==> config.mk <==
export PLATFORM = sky130hd
export DESIGN_NAME = dq_cell
export DESIGN_NICKNAME = d
export VERILOG_FILES = /design/src/sv/dq_pkg.sv /design/src/sv/dq_cell.sv
export SDC_FILE = /design/constraint.sdc
export NUM_CORES = 1
export LEC_CHECK = 0
export BUFFER_PORTS_ARGS = -buffer_cell sky130_fd_sc_hd__clkbuf_2
export CORE_MARGIN = 2
export CORE_UTILIZATION = 39
export CTS_BUF_LIST = sky130_fd_sc_hd__clkbuf_4 sky130_fd_sc_hd__clkbuf_8
export DETAILED_ROUTE_END_ITERATION = 12
export GPL_TIMING_DRIVEN = 1
export HOLD_SLACK_MARGIN = 0.08
export PLACE_DENSITY = 0.8
export SKIP_CTS_REPAIR_TIMING = 1
export SLEW_MARGIN = 20
export SYNTH_ARGS = -nofsm -noshare
export SYNTH_HDL_FRONTEND = slang
export SYNTH_SLANG_ARGS = --single-unit
export TNS_END_PERCENT = 5
==> constraint.sdc <==
create_clock -name clk -period 3.1 [get_ports clk]
set_input_delay 0.155 -clock clk [delete_from_list [all_inputs] [get_ports clk]]
set_output_delay 0.155 -clock clk [all_outputs]
set_load 0.05 [all_outputs]
==> src/sv/dq_pkg.sv <==
// Package: shared types and constants of the double-ended queue.
`default_nettype none
package dq_pkg;

    localparam int DEPTH      = 16;
    localparam int DATA_WIDTH = 32;
    localparam int COUNT_W    = 5;

    localparam logic [COUNT_W-1:0] FULL_COUNT = COUNT_W'(DEPTH);

    typedef logic [DATA_WIDTH-1:0] data_t;
    typedef logic [COUNT_W-1:0]    count_t;

    typedef enum logic [1:0] {
        KIND_PUSH_FRONT = 2'd0,
        KIND_PUSH_BACK  = 2'd1,
        KIND_POP_FRONT  = 2'd2,
        KIND_POP_BACK   = 2'd3
    } kind_t;

    typedef enum logic [1:0] {
        STATUS_OK    = 2'd0,
        STATUS_EMPTY = 2'd1,
        STATUS_FULL  = 2'd2
    } status_t;

    typedef enum logic [2:0] {
        CELL_HOLD,
        CELL_SHIFT_BACK,
        CELL_SHIFT_FRONT,
        CELL_PUSH_BACK,
        CELL_POP_BACK
    } cell_cmd_t;

    typedef struct packed {
        cell_cmd_t cmd;
        data_t     data;
    } cell_ctl_t;

    typedef struct packed {
        logic  valid;
        data_t data;
    } cell_link_t;

    typedef struct packed {
        kind_t         kind;
        logic [31:0]   push_value;
    } req_payload_t;

    typedef struct packed {
        logic [31:0] popped_value;
        status_t     status;
        logic [31:0] front_value;
        logic [31:0] back_value;
        count_t      entry_count;
    } rsp_payload_t;

endpackage
`default_nettype wire

==> src/sv/dq_cell.sv <==
// One storage cell of the queue chain: holds an entry and trades it with its neighbors.
`default_nettype none
module dq_cell
    import dq_pkg::*;
(
    input  wire logic       clk,
    input  wire logic       rst_n,
    input  wire cell_ctl_t  ctl,
    input  wire cell_link_t left,
    input  wire cell_link_t right,
    output cell_link_t      state,
    output logic            is_back
);

    logic  valid_reg;
    logic  valid_next;
    data_t data_reg;
    data_t data_next;

    always_comb
    begin
        valid_next = valid_reg;
        data_next  = data_reg;
        case (ctl.cmd)
            CELL_HOLD:
            begin
            end
            CELL_SHIFT_BACK:
            begin
                valid_next = left.valid;
                data_next  = left.data;
            end
            CELL_SHIFT_FRONT:
            begin
                valid_next = right.valid;
                data_next  = right.data;
            end
            CELL_PUSH_BACK:
            begin
                // load only the first empty cell
                if (!valid_reg && left.valid)
                begin
                    valid_next = 1'b1;
                    data_next  = ctl.data;
                end
            end
            CELL_POP_BACK:
            begin
                if (valid_reg && !right.valid)
                begin
                    valid_next = 1'b0;
                end
            end
            default:
            begin
            end
        endcase
    end

    always_ff @(posedge clk or negedge rst_n)
    begin
        if (!rst_n)
        begin
            valid_reg <= 1'b0;
        end
        else
        begin
            valid_reg <= valid_next;
        end
    end

    always_ff @(posedge clk)
    begin
        data_reg <= data_next;
    end

    assign state.valid = valid_reg;
    assign state.data  = data_reg;
    assign is_back     = valid_reg && !right.valid;

endmodule
`default_nettype wire

==> impl_metrics.toml, run 1 <==
[run_status]
status = "completed"

[place]
routabilityCongestion = 0.6799
dp_hpwl_mm = 3.341
portBuffers = 136

[drt]
dr_wl_met3_um = 382
drt-met1-wl_mm = 1.491
vias_per_cell = 4.702
ant_nets = 0
initialDrtViolationCount = 125
routed.top_layer = "met4"
wire_per_inst_um = 12.42
vias = 1594
routed_wl_mm = 4.209
post-route-drc-count = 0
drt_first_pass_iters = 5
met2_length_mm = 2.288

[global_route]
grt_pass1_vias = 1606
grt_max_degree = 66
grt_overflow = 0
grt_use_total_pct = 18.08
grt_first_pass_wirelength_mm = 7.086
antenna_found_initial = 0

[synth]
synth_cell_types = 17
ys_ff_latch = 33
syn_inst = 152
ys_seq_area_share_pct = 56.65
syn_area_mm2 = 0.001740
synthesis.nets = 255
synth.avg_cell_area_um2 = 11.45
yosysWarnings = 0

[timing]
rsz0062_at_grt = "no"
finalCritPeriodShare_pct = 49.42
finalSetupTns_ns = 0
maxSlewHeadroom_pct = 58.16
fin_worst_skew_ns = 0.001188
worst_pin_slew_ns = 0.6277
finalSetupViolCount = 0
slew_viol_final = 0
max_freq_mhz = 652.7
final_hold_viol_count = 0
post-route-min-period_ns = 1.532

[power]
clockPowerShare_pct = 31.2
p_comb_share_pct = 25.3
seqPwrFrac_pct = 43.5
power_density_mw_per_mm2 = 484.4
p_leak_nw = 1.315
switchingPower_uw = 358.7
swShare_pct = 28.81
p_int_uw = 886.2
peakVddDrop_v = 0.0002370

[final_layout]
area_growth_pct = 47.66
fin_nets = 389
final_util_pct = 59.43
n_antenna_cell = 0
largest_reg_flops = 32
drive_above_1_share_pct = 51.22
fillers = 394

[min_path]
hold_path_depth = 2
hp-class = "primary input to flop"

[setup_path]
reg2regPathDepth = 3
critPathKind = "flop to flop"
crit_path_end_kind = "flop"
crit_path_max_fanout = 32
startpoint_type = "flop"
cp.arrival_ns = 1.46
cp.required_ns = 3.03

[cts]
cts_buffer_depth = 2
cts_num_sinks = 33
clk_pin_slew_ns = 0.06
h-tree-depth = 2
clock-root-buffer = "clkbuf_8"
clkLatencyLatePin_ns = 0.27
cts_tree = "built"
cts_made_buffers = 5

[job]
drv_cap = 0

[floorplanning]
row_count = 24
dieArea_mm2 = 0.005013
die-height_um = 70.80
initial_core_util_pct = 40.25
ioPinCount = 137
die_x_um = 70.80
design.core.area_mm2 = 0.004324
## worst max-delay path, cell delays in order (launching register included)
cell and delay, ns:
dfrtp_1 0.42, nand2b_1 0.20, a31oi_4 0.18, buf_4 0.38
## Yosys cell counts
master    instances  area [µm²]
nand2b_1          2       12.51
o21ai_1          32       160.2
buf_4             6       45.04
a211oi_1          1       7.510
clkbuf_1          1       3.750
mux2i_1          32       320.3
dfrtp_1           1       25.02
or4b_1            1       10.01
nor2_1            1       3.750
o21bai_1          1       7.510
edfxtp_1         32       960.9
o31ai_1           2       15.01
mux2_1            1       11.26
nor2b_1           1       6.260
a31oi_1           1       6.260
buf_2             5       25.02
nand2_1          32       120.1
## layout by cell type, fill, tap and decap left out
cell / synthesis / layout
o31ai_1: 2 / 2
a31oi_4: 0 / 1
clkbuf_2: 0 / 136
buf_4: 6 / 2
o21bai_1: 1 / 1
nor2b_1: 1 / 1
dfrtp_1: 1 / 1
clkinv_1: 0 / 1
nand2b_1: 2 / 1
mux2i_1: 32 / 32
bufinv_16: 0 / 1
a211oi_1: 1 / 1
nand2_1: 32 / 32
clkbuf_8: 0 / 5
dlygate4sd3_1: 0 / 1
or4b_1: 1 / 1
nor2_1: 1 / 1
edfxtp_1: 32 / 32
mux2_1: 1 / 1
o21ai_1: 32 / 32
clkbuf_4: 0 / 1
nand2b_4: 0 / 1
## worst paths after layout
| kind | from | end | slack, ns |
|---|---|---|---|
| worst max-delay path | valid_reg$_DFFE_PN0P_ | data_reg[10]$_DFFE_PP_ | 1.57 |
| worst min-delay path | ctl[34] | valid_reg$_DFFE_PN0P_ | 0.12 |
| worst max register to register | valid_reg$_DFFE_PN0P_ | data_reg[10]$_DFFE_PP_ | 1.57 |
| worst min register to register | valid_reg$_DFFE_PN0P_ | valid_reg$_DFFE_PN0P_ | 0.63 |
| max in group asynchronous | rst_n | valid_reg$_DFFE_PN0P_ | 2.81 |
| min in group asynchronous | rst_n | valid_reg$_DFFE_PN0P_ | 0.20 |
## through the flow
stage / hold WS, ns / area [µm²] / power [mW] / worst slack, ns / instances
2_1_floorplan: -0.1406 / 1740 / 0.7629 / 0.4061 / 152
4_1_cts: -0.3572 / 2555 / 1.259 / 1.545 / 338
5_1_grt: 0.1217 / 2570 / 1.309 / 1.459 / 339
3_3_place_gp: -0.07024 / 2445 / 0.8601 / 1.345 / 330
6_report: 0.1194 / 2570 / 1.245 / 1.568 / 339
3_5_place_dp: -0.06437 / 2445 / 0.8701 / 1.284 / 330
## power by group through the flow
stage	Sequential, mW	Combinational [mW]	Clock, mW
finish	0.542	0.315	0.388
global route	0.545	0.343	0.421
CTS	0.542	0.319	0.398
detailed placement	0.552	0.318	0
global placement	0.550	0.310	0
floorplan	0.654	0.109	0
## layer usage
metal | vias to the layer above | global-route usage [%]
li1 | 823 | -
met1 | 688 | 19.57
met2 | 79 | 33.44
met3 | 4 | 5.983
met4 | 0 | 5.241
met5 | - | 0
## cells by family (layout without fill, tap and decap cells)
| logic type | count (synthesis) | in the layout | synth area share (%) |
|---|---|---|---|
| buffers and inverters | 12 | 147 | 4.241 |
| AND/OR/NAND/NOR | 37 | 37 | 8.771 |
| multiplexers | 33 | 33 | 19.05 |
| AO/OA/AOI/OAI | 37 | 37 | 11.29 |
| flip-flops | 33 | 33 | 56.65 |
## final cells by class
| type | instances | area [µm²] | share of cell area, % |
|---|---|---|---|
| Multi-Input combinational cell | 107 | 703.2 | 27.36 |
| Sequential cell | 33 | 985.9 | 38.36 |
| Clock buffer | 6 | 76.32 | 2.970 |
| Clock inverter | 2 | 33.78 | 1.315 |
| Tap cell | 52 | 65.06 | 2.532 |
| Timing Repair Buffer | 139 | 705.7 | 27.46 |
Power figures use the tool's default switching activity.
==> run 2: changes to the inputs <==
--- a/config.mk
+++ b/config.mk
@@ -7,12 +7,12 @@
 export LEC_CHECK = 0
 export BUFFER_PORTS_ARGS = -buffer_cell sky130_fd_sc_hd__clkbuf_2
 export CORE_MARGIN = 2
-export CORE_UTILIZATION = 39
+export CORE_UTILIZATION = 37
 export CTS_BUF_LIST = sky130_fd_sc_hd__clkbuf_4 sky130_fd_sc_hd__clkbuf_8
 export DETAILED_ROUTE_END_ITERATION = 12
 export GPL_TIMING_DRIVEN = 1
 export HOLD_SLACK_MARGIN = 0.08
-export PLACE_DENSITY = 0.8
+export PLACE_DENSITY = 0.79
 export SKIP_CTS_REPAIR_TIMING = 1
 export SLEW_MARGIN = 20
 export SYNTH_ARGS = -nofsm -noshare
==> constraint.sdc (replaced) <==
create_clock -name clk -period 1.3 [get_ports clk]
set_input_delay 0.065 -clock clk [delete_from_list [all_inputs] [get_ports clk]]
set_output_delay 0.065 -clock clk [all_outputs]
set_load 0.05 [all_outputs]
==> impl_metrics.toml, run 2 (synthesis gave the netlist of run 1 again) <==
[power]
seqPwrFrac_pct = 45.9
switchingPower_uw = 851.6
power_density_mw_per_mm2 = 1054
p_leak_nw = 1.355
p_int_mw = 1.953
peakVddDrop_v = 0.0006014
swShare_pct = 30.37
p_comb_share_pct = 28.9
clockPowerShare_pct = 25.2

[cts]
clk_pin_slew_ns = 0.06
clock-root-buffer = "clkbuf_8"
cts_tree = "built"
h-tree-depth = 2
cts_num_sinks = 33
cts_made_buffers = 5
clkLatencyLatePin_ns = 0.27
cts_buffer_depth = 2

[place]
portBuffers = 136
dp_cells = 335
routabilityCongestion = 0.7493
dpl_cell_area_mm2 = 0.002540
dp_hpwl_mm = 3.436
pre_cts_slack_ns = 0.06443

[floorplanning]
die_x_um = 72.59
design.core.area_mm2 = 0.004444
dieArea_mm2 = 0.005269
row_count = 24
ioPinCount = 137
initial_core_util_pct = 39.16
die-height_um = 72.59

[global_route]
grt_pass1_vias = 1522
grt_first_pass_wirelength_mm = 6.630
grt_use_total_pct = 16.32
grt_max_degree = 34
antenna_found_initial = 0
grt_overflow = 0

[final_layout]
drive_above_1_share_pct = 51.70
seqCellArea_um2 = 985.9
fin_area_mm2 = 0.002660
area_growth_pct = 52.84
mostFrequentLayoutCells = "136 x clkbuf_2, 32 x mux2i_1, 32 x nand2_1, 32 x o21ai_1, 32 x edfxtp_1"
layout_commonest_cell = "clkbuf_2"
finalNonFillerCells = 346
fillers = 396
n_antenna_cell = 0
multi_input_area_um2 = 705.7
fin_nets = 397
largest_reg_flops = 32

[setup_path]
cp.required_ns = 1.28
cpMaxStageDelayCell = "dfrtp_1"
cp.arrival_ns = 1.21
crit_path_end_kind = "flop"
critPathKind = "flop to flop"
cpPeakStageDelay_ns = 0.38
worstPathCellList = "nand2b_4 > a31oi_4 > buf_12"
critical_path_buf_inv_count = 1
startpoint_type = "flop"
crit_path_max_fanout = 16
cp_top_family = "flip-flops"

[drt]
vias = 1618
ant_nets = 0
vias_per_cell = 4.676
post-route-drc-count = 0
routed_wl_mm = 4.218
initialDrtViolationCount = 53
wire_per_inst_um = 12.19
drt_first_pass_iters = 4

[run_status]
status = "completed"

[timing]
slew_viol_final = 0
finalSetupTns_ns = 0
rsz0062_at_grt = "no"
whs_ns = 0.07384
post-route-min-period_ns = 1.227
final.setup.worst_slack_ns = 0.07335
worst_pin_slew_ns = 0.3022
fin_worst_skew_ns = 0.0009137
finalCritPeriodShare_pct = 94.36
finalSetupViolCount = 0
maxSlewHeadroom_pct = 79.94
final_hold_viol_count = 0
max_freq_mhz = 815.2

[job]
drv_cap = 0

[min_path]
hp-class = "primary input to flop"
==> run 2: layout make-up <==
cell class / instances / area share (%)
well taps: 52 / 2.446
clock inverters: 1 / 0.1411
flip-flops and latches: 33 / 37.06
multi-input cells: 107 / 26.53
repair buffers: 147 / 30.95
clock buffers: 6 / 2.869
==> run 2: layer usage <==
metal	wire [µm]	global-route usage (%)	up-vias
met3	351	5.110	2
met4	14	4.321	0
li1	-	-	839
met1	1595	17.86	704
met5	0	0	-
met2	2256	30.30	73
==> run 2: through the flow <==
stage	power, mW	utilization [%]
CTS	2.834	58.95
detailed placement	2.120	57.15
floorplan	1.829	-
global route	2.958	59.85
finish	2.804	59.85
global placement	2.100	57.15
==> run 2: worst paths after layout <==
kind | to | slack (ns) | cells after the start | startpoint
max | data_reg[22]$_DFFE_PP_ | 0.07 | 3 | valid_reg$_DFFE_PN0P_
min | data_reg[13]$_DFFE_PP_ | 0.07 | 3 | left[13]
max reg2reg | data_reg[22]$_DFFE_PP_ | 0.07 | 3 | valid_reg$_DFFE_PN0P_
min reg2reg | valid_reg$_DFFE_PN0P_ | 0.68 | 3 | valid_reg$_DFFE_PN0P_
max in group asynchronous | valid_reg$_DFFE_PN0P_ | 1.11 | 2 | rst_n
min in group asynchronous | valid_reg$_DFFE_PN0P_ | 0.10 | 2 | rst_n
==> run 2: power by group through the flow <==
stage	registers [mW]	logic (mW)	clock network [mW]
finish	1.29	0.810	0.707
CTS	1.29	0.811	0.735
global route	1.29	0.873	0.792
floorplan	1.56	0.273	0
global placement	1.31	0.794	0
detailed placement	1.31	0.810	0
==> run 2: tightest hold or removal path, delay by kind of cell <==
| family | cells | cell delay [ns] |
|---|---|---|
| AO/OA/AOI/OAI | 1 | 0.06 |
| buffers and inverters | 1 | 0.07 |
| AND/OR/NAND/NOR | 1 | 0.04 |
